--- src/sv/ckp_pkg.sv ---
package ckp_pkg;

    localparam int NEST_DEPTH_DEF = 8;
    localparam int POS_BITS_DEF   = 40;
    localparam int QUEUE_DEPTH    = 4;

    localparam int DELTA_W  = 32;
    localparam int RLEN_W   = 40;
    localparam int CFG_W    = 40;

    // configuration register indexes
    localparam logic CFG_OFFSET_DELTA  = 1'b0;
    localparam logic CFG_REGION_LENGTH = 1'b1;

    // box types, big-endian four-character codes
    localparam logic [31:0] T_STCO = 32'h7374636F;
    localparam logic [31:0] T_CO64 = 32'h636F3634;
    localparam logic [31:0] T_MOOV = 32'h6D6F6F76;
    localparam logic [31:0] T_TRAK = 32'h7472616B;
    localparam logic [31:0] T_MDIA = 32'h6D646961;
    localparam logic [31:0] T_MINF = 32'h6D696E66;
    localparam logic [31:0] T_STBL = 32'h7374626C;
    localparam logic [31:0] T_DINF = 32'h64696E66;

    typedef enum logic [1:0] {
        CLASS_OTHER = 2'd0,
        CLASS_STCO  = 2'd1,
        CLASS_CO64  = 2'd2
    } t_box_class;

    // one request from the parser to the byte emitter
    typedef struct packed {
        logic        is_entry;
        logic        wide;
        logic        done;
        logic [63:0] data;
    } t_cmd;

    function automatic logic is_container(input logic [31:0] t);
        return (t == T_MOOV) || (t == T_TRAK) || (t == T_MDIA) ||
               (t == T_MINF) || (t == T_STBL) || (t == T_DINF);
    endfunction

endpackage

--- src/sv/ckp_front.sv ---
module ckp_front #(
    parameter int NEST_DEPTH = ckp_pkg::NEST_DEPTH_DEF,
    parameter int POS_BITS   = ckp_pkg::POS_BITS_DEF
) (
    input  logic                i_clk,
    input  logic                i_rst_n,
    input  logic                i_cfg_we,
    input  logic                i_cfg_idx,
    input  logic [ckp_pkg::CFG_W-1:0] i_cfg_data,
    input  logic                i_accept,
    input  logic [7:0]          i_data_byte,
    output logic                o_push,
    output ckp_pkg::t_cmd       o_cmd
);
    import ckp_pkg::*;

    localparam int LVL_W = $clog2(NEST_DEPTH);

    logic [DELTA_W-1:0]  r_delta;
    logic [RLEN_W-1:0]   r_rlen;
    logic [POS_BITS-1:0] r_pos, n_pos;
    logic [LVL_W-1:0]    r_nest, n_nest;
    logic [POS_BITS-1:0] r_rend [NEST_DEPTH];
    logic [POS_BITS-1:0] n_rend [NEST_DEPTH];
    logic [POS_BITS-1:0] r_bend [NEST_DEPTH];
    logic [POS_BITS-1:0] n_bend [NEST_DEPTH];
    logic [NEST_DEPTH-1:0] r_stop, n_stop;
    logic [63:0]         r_hs, n_hs;
    logic [31:0]         r_type, n_type;
    logic [4:0]          r_hidx, n_hidx;
    t_box_class          r_cls, n_cls;
    logic [31:0]         r_eleft, n_eleft;
    logic [63:0]         r_ebuf, n_ebuf;
    logic [3:0]          r_eidx, n_eidx;

    always_comb begin
        logic [63:0]         rl64;
        logic [POS_BITS-1:0] p;
        logic [POS_BITS-1:0] end0;
        logic [POS_BITS-1:0] rend_lv;
        logic [POS_BITS-1:0] start;
        logic [POS_BITS-1:0] rem;
        logic [POS_BITS-1:0] bend;
        logic [63:0]         size;
        logic [63:0]         v;
        logic [4:0]          hlen;
        logic [3:0]          esize;
        logic [LVL_W-1:0]    lv;
        logic                last;
        logic                rest;
        logic                do_open;
        logic                push;
        t_cmd                cmd;

        n_pos   = r_pos;
        n_nest  = r_nest;
        n_rend  = r_rend;
        n_bend  = r_bend;
        n_stop  = r_stop;
        n_hs    = r_hs;
        n_type  = r_type;
        n_hidx  = r_hidx;
        n_cls   = r_cls;
        n_eleft = r_eleft;
        n_ebuf  = r_ebuf;
        n_eidx  = r_eidx;
        push    = 1'b0;
        cmd     = '0;
        cmd.data = 64'(i_data_byte);
        do_open = 1'b0;
        rest    = 1'b0;
        hlen    = 5'd8;
        size    = '0;
        start   = '0;
        rem     = '0;
        bend    = '0;
        v       = '0;
        esize   = 4'd4;
        last    = 1'b0;
        lv      = '0;
        rend_lv = '0;

        p    = r_pos;
        rl64 = 64'(r_rlen);
        // region length saturates to the position width
        end0 = ((rl64 >> POS_BITS) != 64'd0) ? '1 : POS_BITS'(rl64);
        if (p == '0) begin
            n_rend[0] = end0;
        end else begin
            end0 = r_rend[0];
        end

        if (i_accept) begin
            if (end0 == '0) begin
                // empty region: pass with done, stay at the start
                push     = 1'b1;
                cmd.done = 1'b1;
                last     = 1'b1;
            end else begin
                last = (p + POS_BITS'(1) >= end0);
                push = 1'b1;
                cmd.done = last;

                // pop every level whose region has ended
                for (int l = 1; l < NEST_DEPTH; l++) begin
                    if (LVL_W'(l) <= r_nest && p < r_rend[l]) begin
                        lv = LVL_W'(l);
                    end
                end
                n_nest = lv;
                if (lv != r_nest) begin
                    n_hidx  = '0;
                    n_cls   = CLASS_OTHER;
                    n_eleft = '0;
                    n_eidx  = '0;
                    n_ebuf  = '0;
                end
                rend_lv = n_rend[lv];

                if (r_stop[lv]) begin
                    // level stopped: pass
                end else if (p >= r_bend[lv]) begin
                    // box header byte
                    if (n_hidx == 5'd0 && (rend_lv - p) < POS_BITS'(8)) begin
                        n_stop[lv] = 1'b1;
                    end else begin
                        if (n_hidx == 5'd0) begin
                            n_hs = 64'(i_data_byte);
                        end else if (n_hidx >= 5'd4 && n_hidx < 5'd8) begin
                            n_type = {r_type[23:0], i_data_byte};
                        end else begin
                            n_hs = {n_hs[55:0], i_data_byte};
                        end
                        n_hidx = n_hidx + 5'd1;
                        if (n_hidx == 5'd8) begin
                            if (n_hs[31:0] == 32'd1) begin
                                if ((rend_lv - (p - POS_BITS'(7))) < POS_BITS'(16)) begin
                                    n_stop[lv] = 1'b1;
                                    n_hidx     = '0;
                                end
                            end else if (n_hs[31:0] >= 32'd2 && n_hs[31:0] < 32'd8) begin
                                n_stop[lv] = 1'b1;
                                n_hidx     = '0;
                            end else begin
                                do_open = 1'b1;
                                hlen    = 5'd8;
                                size    = {32'd0, n_hs[31:0]};
                                rest    = (n_hs[31:0] == 32'd0);
                            end
                        end else if (n_hidx == 5'd16) begin
                            if (n_hs < 64'd16) begin
                                n_stop[lv] = 1'b1;
                                n_hidx     = '0;
                            end else begin
                                do_open = 1'b1;
                                hlen    = 5'd16;
                                size    = n_hs;
                            end
                        end
                    end

                    if (do_open) begin
                        start = p + POS_BITS'(1) - POS_BITS'(hlen);
                        rem   = rend_lv - start;
                        bend  = (rest || size > 64'(rem)) ? rend_lv : start + POS_BITS'(size);
                        n_bend[lv] = bend;
                        n_hidx  = '0;
                        n_cls   = CLASS_OTHER;
                        n_eleft = '0;
                        n_eidx  = '0;
                        n_ebuf  = '0;
                        if ((n_type == T_STCO || n_type == T_CO64) &&
                            (bend - start) >= POS_BITS'(hlen + 5'd8)) begin
                            n_cls  = (n_type == T_STCO) ? CLASS_STCO : CLASS_CO64;
                            n_hidx = 5'd16;
                        end else if (is_container(n_type) && bend > p + POS_BITS'(1) &&
                                     (int'(lv) + 1) < NEST_DEPTH) begin
                            n_nest = lv + LVL_W'(1);
                            n_rend[lv + LVL_W'(1)] = bend;
                            n_bend[lv + LVL_W'(1)] = p + POS_BITS'(1);
                            n_stop[lv + LVL_W'(1)] = 1'b0;
                        end
                    end
                end else begin
                    // box body
                    esize = (n_cls == CLASS_STCO) ? 4'd4 : 4'd8;
                    if (n_cls != CLASS_OTHER && n_hidx < 5'd24) begin
                        if (n_hidx >= 5'd20) begin
                            n_eleft = {n_eleft[23:0], i_data_byte};
                        end
                        n_hidx = n_hidx + 5'd1;
                    end else if (n_cls != CLASS_OTHER &&
                                 (n_eidx != '0 || n_eleft != '0)) begin
                        if (n_eidx == '0 && (r_bend[lv] - p) < POS_BITS'(esize)) begin
                            n_eleft = '0;
                        end else begin
                            n_ebuf = {n_ebuf[55:0], i_data_byte};
                            n_eidx = n_eidx + 4'd1;
                            push   = 1'b0;
                            if (n_eidx == esize) begin
                                if (esize == 4'd4) begin
                                    v = {32'd0, n_ebuf[31:0] + r_delta};
                                end else begin
                                    v = n_ebuf + 64'(r_delta);
                                end
                                push         = 1'b1;
                                cmd.is_entry = 1'b1;
                                cmd.wide     = (esize == 4'd8);
                                cmd.data     = v;
                                n_eleft = n_eleft - 32'd1;
                                n_eidx  = '0;
                                n_ebuf  = '0;
                            end
                        end
                    end
                    if (p + POS_BITS'(1) == r_bend[lv]) begin
                        n_hidx  = '0;
                        n_cls   = CLASS_OTHER;
                        n_eleft = '0;
                        n_eidx  = '0;
                        n_ebuf  = '0;
                    end
                end
            end

            if (last) begin
                n_pos     = '0;
                n_nest    = '0;
                n_stop    = '0;
                n_hs      = '0;
                n_type    = '0;
                n_bend[0] = '0;
                n_hidx    = '0;
                n_cls     = CLASS_OTHER;
                n_eleft   = '0;
                n_eidx    = '0;
                n_ebuf    = '0;
            end else begin
                n_pos = p + POS_BITS'(1);
            end
        end else begin
            n_rend = r_rend;
        end

        o_push = push;
        o_cmd  = cmd;
    end

    always_ff @(posedge i_clk) begin
        if (!i_rst_n) begin
            r_delta <= '0;
            r_rlen  <= '0;
            r_pos   <= '0;
            r_nest  <= '0;
            r_stop  <= '0;
            r_hs    <= '0;
            r_type  <= '0;
            r_hidx  <= '0;
            r_cls   <= CLASS_OTHER;
            r_eleft <= '0;
            r_ebuf  <= '0;
            r_eidx  <= '0;
        end else begin
            if (i_cfg_we) begin
                case (i_cfg_idx)
                    CFG_OFFSET_DELTA:  r_delta <= i_cfg_data[DELTA_W-1:0];
                    CFG_REGION_LENGTH: r_rlen  <= i_cfg_data[RLEN_W-1:0];
                    default: ;
                endcase
            end
            r_pos   <= n_pos;
            r_nest  <= n_nest;
            r_stop  <= n_stop;
            r_hs    <= n_hs;
            r_type  <= n_type;
            r_hidx  <= n_hidx;
            r_cls   <= n_cls;
            r_eleft <= n_eleft;
            r_ebuf  <= n_ebuf;
            r_eidx  <= n_eidx;
        end
    end

    // the top-level box end starts at zero so the first byte is a header byte
    always_ff @(posedge i_clk) begin
        r_rend <= n_rend;
        if (!i_rst_n) begin
            r_bend <= '{default: '0};
        end else begin
            r_bend <= n_bend;
        end
    end

`ifndef SYNTH
    a_entry_in_table: assert property (@(posedge i_clk) disable iff (!i_rst_n)
        r_eidx != '0 |-> r_cls != CLASS_OTHER)
        else $error("entry bytes held outside an offset table");
    a_entry_push_size: assert property (@(posedge i_clk) disable iff (!i_rst_n)
        (o_push && o_cmd.is_entry) |-> (r_eidx == 4'd3 || r_eidx == 4'd7))
        else $error("entry emitted before all its bytes arrived");
`endif

endmodule

--- src/sv/ckp_queue.sv ---
module ckp_queue (
    input  logic          i_clk,
    input  logic          i_rst_n,
    input  logic          i_push,
    input  ckp_pkg::t_cmd i_cmd,
    input  logic          i_pop,
    output logic          o_full,
    output logic          o_valid,
    output ckp_pkg::t_cmd o_cmd
);
    import ckp_pkg::*;

    localparam int PTR_W = $clog2(QUEUE_DEPTH);

    t_cmd               r_mem [QUEUE_DEPTH];
    logic [PTR_W-1:0]   r_wr, r_rd;
    logic [PTR_W:0]     r_count;

    assign o_full  = (r_count == (PTR_W + 1)'(QUEUE_DEPTH));
    assign o_valid = (r_count != '0);
    assign o_cmd   = r_mem[r_rd];

    always_ff @(posedge i_clk) begin
        if (!i_rst_n) begin
            r_wr    <= '0;
            r_rd    <= '0;
            r_count <= '0;
        end else begin
            if (i_push) begin
                r_wr <= r_wr + PTR_W'(1);
            end
            if (i_pop) begin
                r_rd <= r_rd + PTR_W'(1);
            end
            r_count <= r_count + (PTR_W + 1)'(i_push) - (PTR_W + 1)'(i_pop);
        end
    end

    always_ff @(posedge i_clk) begin
        if (i_push) begin
            r_mem[r_wr] <= i_cmd;
        end
    end

`ifndef SYNTH
    a_no_overflow: assert property (@(posedge i_clk) disable iff (!i_rst_n)
        o_full |-> !i_push)
        else $error("request queue overflow");
    a_no_underflow: assert property (@(posedge i_clk) disable iff (!i_rst_n)
        i_pop |-> o_valid)
        else $error("request queue underflow");
`endif

endmodule

--- src/sv/ckp_back.sv ---
module ckp_back (
    input  logic          i_clk,
    input  logic          i_rst_n,
    input  logic          i_q_valid,
    input  ckp_pkg::t_cmd i_q_cmd,
    output logic          o_q_pop,
    output logic          o_valid,
    input  logic          i_stall,
    output logic [7:0]    o_out_byte,
    output logic          o_in_entry,
    output logic          o_region_done
);
    import ckp_pkg::*;

    logic        r_valid;
    t_cmd        r_cmd;
    logic [2:0]  r_sel;
    logic        take;
    logic        load;

    assign take    = r_valid && !i_stall;
    assign load    = i_q_valid && (!r_valid || (take && r_sel == 3'd0));
    assign o_q_pop = load;

    assign o_valid       = r_valid;
    assign o_out_byte    = r_cmd.data[{r_sel, 3'b000} +: 8];
    assign o_in_entry    = r_cmd.is_entry;
    assign o_region_done = r_cmd.done && (r_sel == 3'd0);

    always_ff @(posedge i_clk) begin
        if (!i_rst_n) begin
            r_valid <= 1'b0;
            r_sel   <= '0;
        end else if (load) begin
            r_valid <= 1'b1;
            r_sel   <= !i_q_cmd.is_entry ? 3'd0 : (i_q_cmd.wide ? 3'd7 : 3'd3);
        end else if (take) begin
            if (r_sel == 3'd0) begin
                r_valid <= 1'b0;
            end else begin
                r_sel <= r_sel - 3'd1;
            end
        end
    end

    always_ff @(posedge i_clk) begin
        if (load) begin
            r_cmd <= i_q_cmd;
        end
    end

`ifndef SYNTH
    a_pass_single: assert property (@(posedge i_clk) disable iff (!i_rst_n)
        (r_valid && !r_cmd.is_entry) |-> r_sel == 3'd0)
        else $error("passed byte spread over several outputs");
    a_stco_width: assert property (@(posedge i_clk) disable iff (!i_rst_n)
        (r_valid && r_cmd.is_entry && !r_cmd.wide) |-> r_sel <= 3'd3)
        else $error("32-bit entry emitting beyond four bytes");
`endif

endmodule

--- src/sv/mp4_chunk_offset_patcher.sv ---
// MP4 chunk offset patcher: streams the payload of a moov box one byte per
// request, walks the nested box headers (descending into moov, trak, mdia,
// minf, stbl and dinf up to NEST_DEPTH levels) and adds offset_delta to
// every entry of stco (mod 2^32) and co64 (mod 2^64) tables; all other bytes
// pass unchanged. Program offset_delta (index 0) and region_length (index 1)
// while idle; the length is latched on the first byte of each region and
// o_region_done marks the last byte out. Throughput is one byte per cycle
// while i_stall is low: the parser takes a byte every cycle unless its
// four-request queue is full, and the emitter puts out one byte per cycle
// unless stalled. Table entries are held in the parser until their last
// byte arrives and then leave as a burst of consecutive bytes. A passed
// byte is registered in the queue and then in the emitter before it leaves.
module mp4_chunk_offset_patcher #(
    parameter int NEST_DEPTH = ckp_pkg::NEST_DEPTH_DEF,
    parameter int POS_BITS   = ckp_pkg::POS_BITS_DEF
) (
    input  logic                      i_clk,
    input  logic                      i_rst_n,
    // configuration writes
    input  logic                      i_cfg_we,
    input  logic                      i_cfg_idx,
    input  logic [ckp_pkg::CFG_W-1:0] i_cfg_data,
    // input byte channel
    input  logic                      i_valid,
    output logic                      o_stall,
    input  logic [7:0]                i_data_byte,
    // output byte channel
    output logic                      o_valid,
    input  logic                      i_stall,
    output logic [7:0]                o_out_byte,
    output logic                      o_in_entry,
    output logic                      o_region_done
);
    import ckp_pkg::*;

    logic q_full;
    logic q_valid;
    logic q_pop;
    logic push;
    logic accept;
    t_cmd front_cmd;
    t_cmd q_cmd;

    // the parser only stalls when the request queue has no room
    assign o_stall = q_full;
    assign accept  = i_valid && !q_full;

    // parser: header walk, level stack, entry assembly and add
    ckp_front #(
        .NEST_DEPTH (NEST_DEPTH),
        .POS_BITS   (POS_BITS)
    ) u_front (
        .i_clk       (i_clk),
        .i_rst_n     (i_rst_n),
        .i_cfg_we    (i_cfg_we),
        .i_cfg_idx   (i_cfg_idx),
        .i_cfg_data  (i_cfg_data),
        .i_accept    (accept),
        .i_data_byte (i_data_byte),
        .o_push      (push),
        .o_cmd       (front_cmd)
    );

    // short queue decoupling the parser from the emitter
    ckp_queue u_queue (
        .i_clk   (i_clk),
        .i_rst_n (i_rst_n),
        .i_push  (push),
        .i_cmd   (front_cmd),
        .i_pop   (q_pop),
        .o_full  (q_full),
        .o_valid (q_valid),
        .o_cmd   (q_cmd)
    );

    // emitter: one byte per cycle unless i_stall is high, entries serialized big-endian
    ckp_back u_back (
        .i_clk         (i_clk),
        .i_rst_n       (i_rst_n),
        .i_q_valid     (q_valid),
        .i_q_cmd       (q_cmd),
        .o_q_pop       (q_pop),
        .o_valid       (o_valid),
        .i_stall       (i_stall),
        .o_out_byte    (o_out_byte),
        .o_in_entry    (o_in_entry),
        .o_region_done (o_region_done)
    );

endmodule
--- config.mk ---
export PLATFORM = sky130hd
export DESIGN_NAME = mp4_chunk_offset_patcher
export DESIGN_NICKNAME = d
export VERILOG_FILES = /design/src/sv/ckp_pkg.sv /design/src/sv/ckp_front.sv /design/src/sv/ckp_queue.sv /design/src/sv/ckp_back.sv /design/src/sv/mp4_chunk_offset_patcher.sv
export SDC_FILE = /design/constraint.sdc
export NUM_CORES = 2
export LEC_CHECK = 0
export ABC_CLOCK_PERIOD_IN_PS = 31600
export BUFFER_PORTS_ARGS = -buffer_cell sky130_fd_sc_hd__buf_4
export CORE_ASPECT_RATIO = 1.1
export CORE_MARGIN = 2
export CORE_UTILIZATION = 50
export DETAILED_ROUTE_END_ITERATION = 12
export GPL_ROUTABILITY_DRIVEN = 0
export MAX_ROUTING_LAYER = met4
export PLACE_DENSITY = 0.65
export SYNTH_ARGS = -nofsm -noshare
export SYNTH_HDL_FRONTEND = slang
export SYNTH_SLANG_ARGS = --single-unit
--- constraint.sdc ---
create_clock -name i_clk -period 31.6 [get_ports i_clk]
set_clock_uncertainty 0.15 [all_clocks]
set_input_delay 3.16 -clock i_clk [delete_from_list [all_inputs] [get_ports i_clk]]
set_output_delay 3.16 -clock i_clk [all_outputs]
set_load 0.005 [all_outputs]
==> reports/qor.yml <==
clock_tree:
  cts_hold_repair.buffers: 0
  cts_buffers: 144
  clockBufferDepth: 3
  clockRootBuffer: "clkbuf_16"
  clk_transition_reported_paths_ns: 0.06
  clock-sinks: 1305
  tritoncts: "done"
  cts_max_level: 4
  worst_skew_pair.late_latency_ns: 0.87
  post_cts_resized: 0
  cts_setup_buffers: 0
placement:
  dp_hpwl_mm: 245.8
  postPlaceCellArea_um2: 88170
  pre_cts_ws_ns: 8.571
  placed_cells: 11606
  numPortBuffers: 65
worst_hold_path:
  min_path_cells: 2
  holdPathEnd: "u_front.r_ebuf[3]"
  min_from: "u_front.r_ebuf[3]"
  min_path_type: "reg -> reg"
final_layout:
  nets: 10286
  area.growth.synth_to_final_pct: 9.884
  fin_cells: 11885
  drive_gt1_share_pct: 8.496
  fin_area_um2: 93170
sta:
  fmax_ghz: 0.04139
  whs_ns: 0.3050
  setup_viol: 0
  layout_setup_ws_ns: 7.439
  slew_violations: 0
  slew_headroom_pct: 3.794
  hold_viol_final: 0
  period_share_pct: 76.46
  rsz0062_at_grt: "false"
  min_period_ns: 24.16
  fin_tns_setup_ns: 0
  worstMarginPinSlew_ns: 1.438
global_route:
  grt_max_degree: 124
  grt_first_pass_wirelength_mm: 493.9
  track_usage_pct: 39.34
  grt_pass1_vias: 75309
  grt-ovfl-total: 0
  antenna_found_initial: 17
setup_path:
  critPathKind: "reg -> reg"
  slowest_delay_ns: 1.00
  critPathSlowestCell: "a21boi_2"
  ff2ff_setup_slack_ns: 7.44
  crit_top_cell: "a21oi_1"
  required_ns: 31.92
  cp-start-kind: "flop"
  arrival_ns: 24.48
  crit_path_end_kind: "flop"
  worst-path-max-fanout: 40
  reg2reg_from: "u_front.r_pos[37]"
  worstRegToRegCells: 76
outcome:
  status: "finished, final reports clean"
logic_synthesis:
  syn_nets: 10384
  synth_edf_count: 654
  syn-cell-area_um2: 84790
  avgSynthCellArea_um2: 8.823
  yosys_warnings: 0
  synth_ff_type: "edfxtp_1"
  synth_cell_type_count: 116
  netlist_instances: 9610
  synth-seq-cells: 1305
  synth-seq-area-share_pct: 38.53
  synthArstFlopShare_pct: 0
routing:
  drtIter0Drc: 12480
  viasPerCell: 6.763
  ant_nets: 0
  wl_per_cell_um: 28.81
  totalWireLength_mm: 342.4
  firstDrtPassIters: 10
  drc: 0
  vias: 80380
floorplanning:
  initial_utilization_pct: 50.34
  die_w_um: 396.6
  rows: 158
  die_h_um: 435.9
  dieArea_um2: 172900
  coreArea_um2: 168400
  ios: 66
power:
  powerDensity_nw_per_um2: 57.68
  p_leak_nw: 37.88
  vdd_drop_max_v: 0.00006096
run:
  maxCapViolations: 0
## cell families after synthesis
group	share of synthesized area [%]
AND/OR/NAND/NOR	17.12
AO/OA/AOI/OAI	20.32
flip-flops	38.53
buffers and inverters	5.634
adder cells (fa/ha/maj)	11.05
XOR/XNOR	3.407
multiplexers	3.937
## worst max-delay path, delay by kind of cell, from the launching register on
kind                     cells  cell delay [ns]
AND/OR/NAND/NOR             17             5.73
buffers and inverters        4             0.85
adder cells (fa/ha/maj)      8             2.58
AO/OA/AOI/OAI               44            12.93
XOR/XNOR                     2             0.48
flip-flops                   1             0.71
multiplexers                 1             0.29
## synthesized netlist by cell type, drive strengths merged, types with 20 or more instances
cell type	n	area (µm²)
nand2	1210	4542
a21oi	768	3847
ha	678	8483
inv	667	2504
edfxtp	654	19640
nor2	653	2456
dfxtp	651	13030
o21ai	452	2262
clkbuf	436	1638
nor3	331	1678
nand3	279	1406
xnor2	236	2101
o22ai	221	1383
o21a	180	1351
a22oi	146	1101
a31oi	134	838.3
nand4	128	813.3
buf	118	571.8
mux2i	114	1154
a21o	106	795.8
nor4	102	743.2
o211ai	98	735.7
xor2	90	788.3
mux4	83	1869
and3	80	500.5
nor2b	71	444.2
nand2b	70	437.9
a211oi	64	490.5
a221oi	64	560.5
a22o	54	473.0
o31ai	53	421.7
or3	53	331.6
a311oi	48	420.4
fa	42	840.8
o211a	36	360.4
and2	30	188.9
or2	29	181.4
mux2	28	315.3
o21bai	26	195.2
a2111oi	22	239.0
nor3b	22	180.2
a32o	20	200.2
o221ai	20	175.2
## through the flow
| step | power (mW) | util [%] |
|---|---|---|
| final | 5.374 | 55.32 |
| after detailed placement | 3.576 | 52.35 |
| after global routing | 5.554 | 55.31 |
| after floorplan | 3.080 | - |
| after CTS | 5.329 | 55.29 |
| after global placement | 3.540 | 52.35 |
## cells in the final DEF, fill, tap and decap left out, types with 81 or more instances in the layout
cell and n:
o211ai_1 98, o22ai_1 221, clkbuf_16 146, ha_1 678, edfxtp_1 654, inv_1 656, nand4_1 126, a21o_1 105
o21a_1 179, a21oi_1 763, a31oi_1 134, buf_4 308, xnor2_1 229, o21ai_0 396, nor3_1 316, nor2_1 639
nand3_1 269, nor4_1 81, a22oi_1 145, dfxtp_1 648, xor2_1 90, mux4_2 83, mux2i_1 109, nand2_1 1209
## where the power goes
part | switching [mW] | internal [mW]
Clock | 0.777 | 0.998
Sequential | 0.0783 | 1.93
Combinational | 0.992 | 0.602
## how the worst max path moves through the flow
| stage | from | to | slack (ns) | depth (start not counted) |
|---|---|---|---|---|
| 5_1_grt | u_front.r_pos[37] | flop | 6.65 | 77 |
| 4_1_cts | u_front.r_pos[34] | flop | 8.48 | 76 |
| 6_report | u_front.r_pos[37] | flop | 7.44 | 76 |
| 2_1_floorplan | u_front.r_pos[11] | flop | 9.34 | 84 |
| 3_5_place_dp | u_front.r_pos[34] | flop | 8.57 | 76 |
| 3_3_place_gp | u_front.r_pos[34] | flop | 8.78 | 79 |
## routing by layer
metal  global-route usage, %  up-vias  part of all wire [%]
li1                        -    34916                     -
met4                   26.10        0                   7.9
met5                       -        -                     0
met3                   11.87     1474                    13
met1                   48.25    38292                    37
met2                   55.69     5698                    42
## area by class of cell
cell class                 count  area, µm²
antenna                       17      42.54
clock buffer                 199       3973
clock inverter                63      978.4
fill                       15154      75260
inverter                     684       2576
multi-input combinational   7067      47760
sequential                  1305      32680
tap                         2240       2803
timing repair buffer         310       2352
Power figures use the tool's default switching activity.
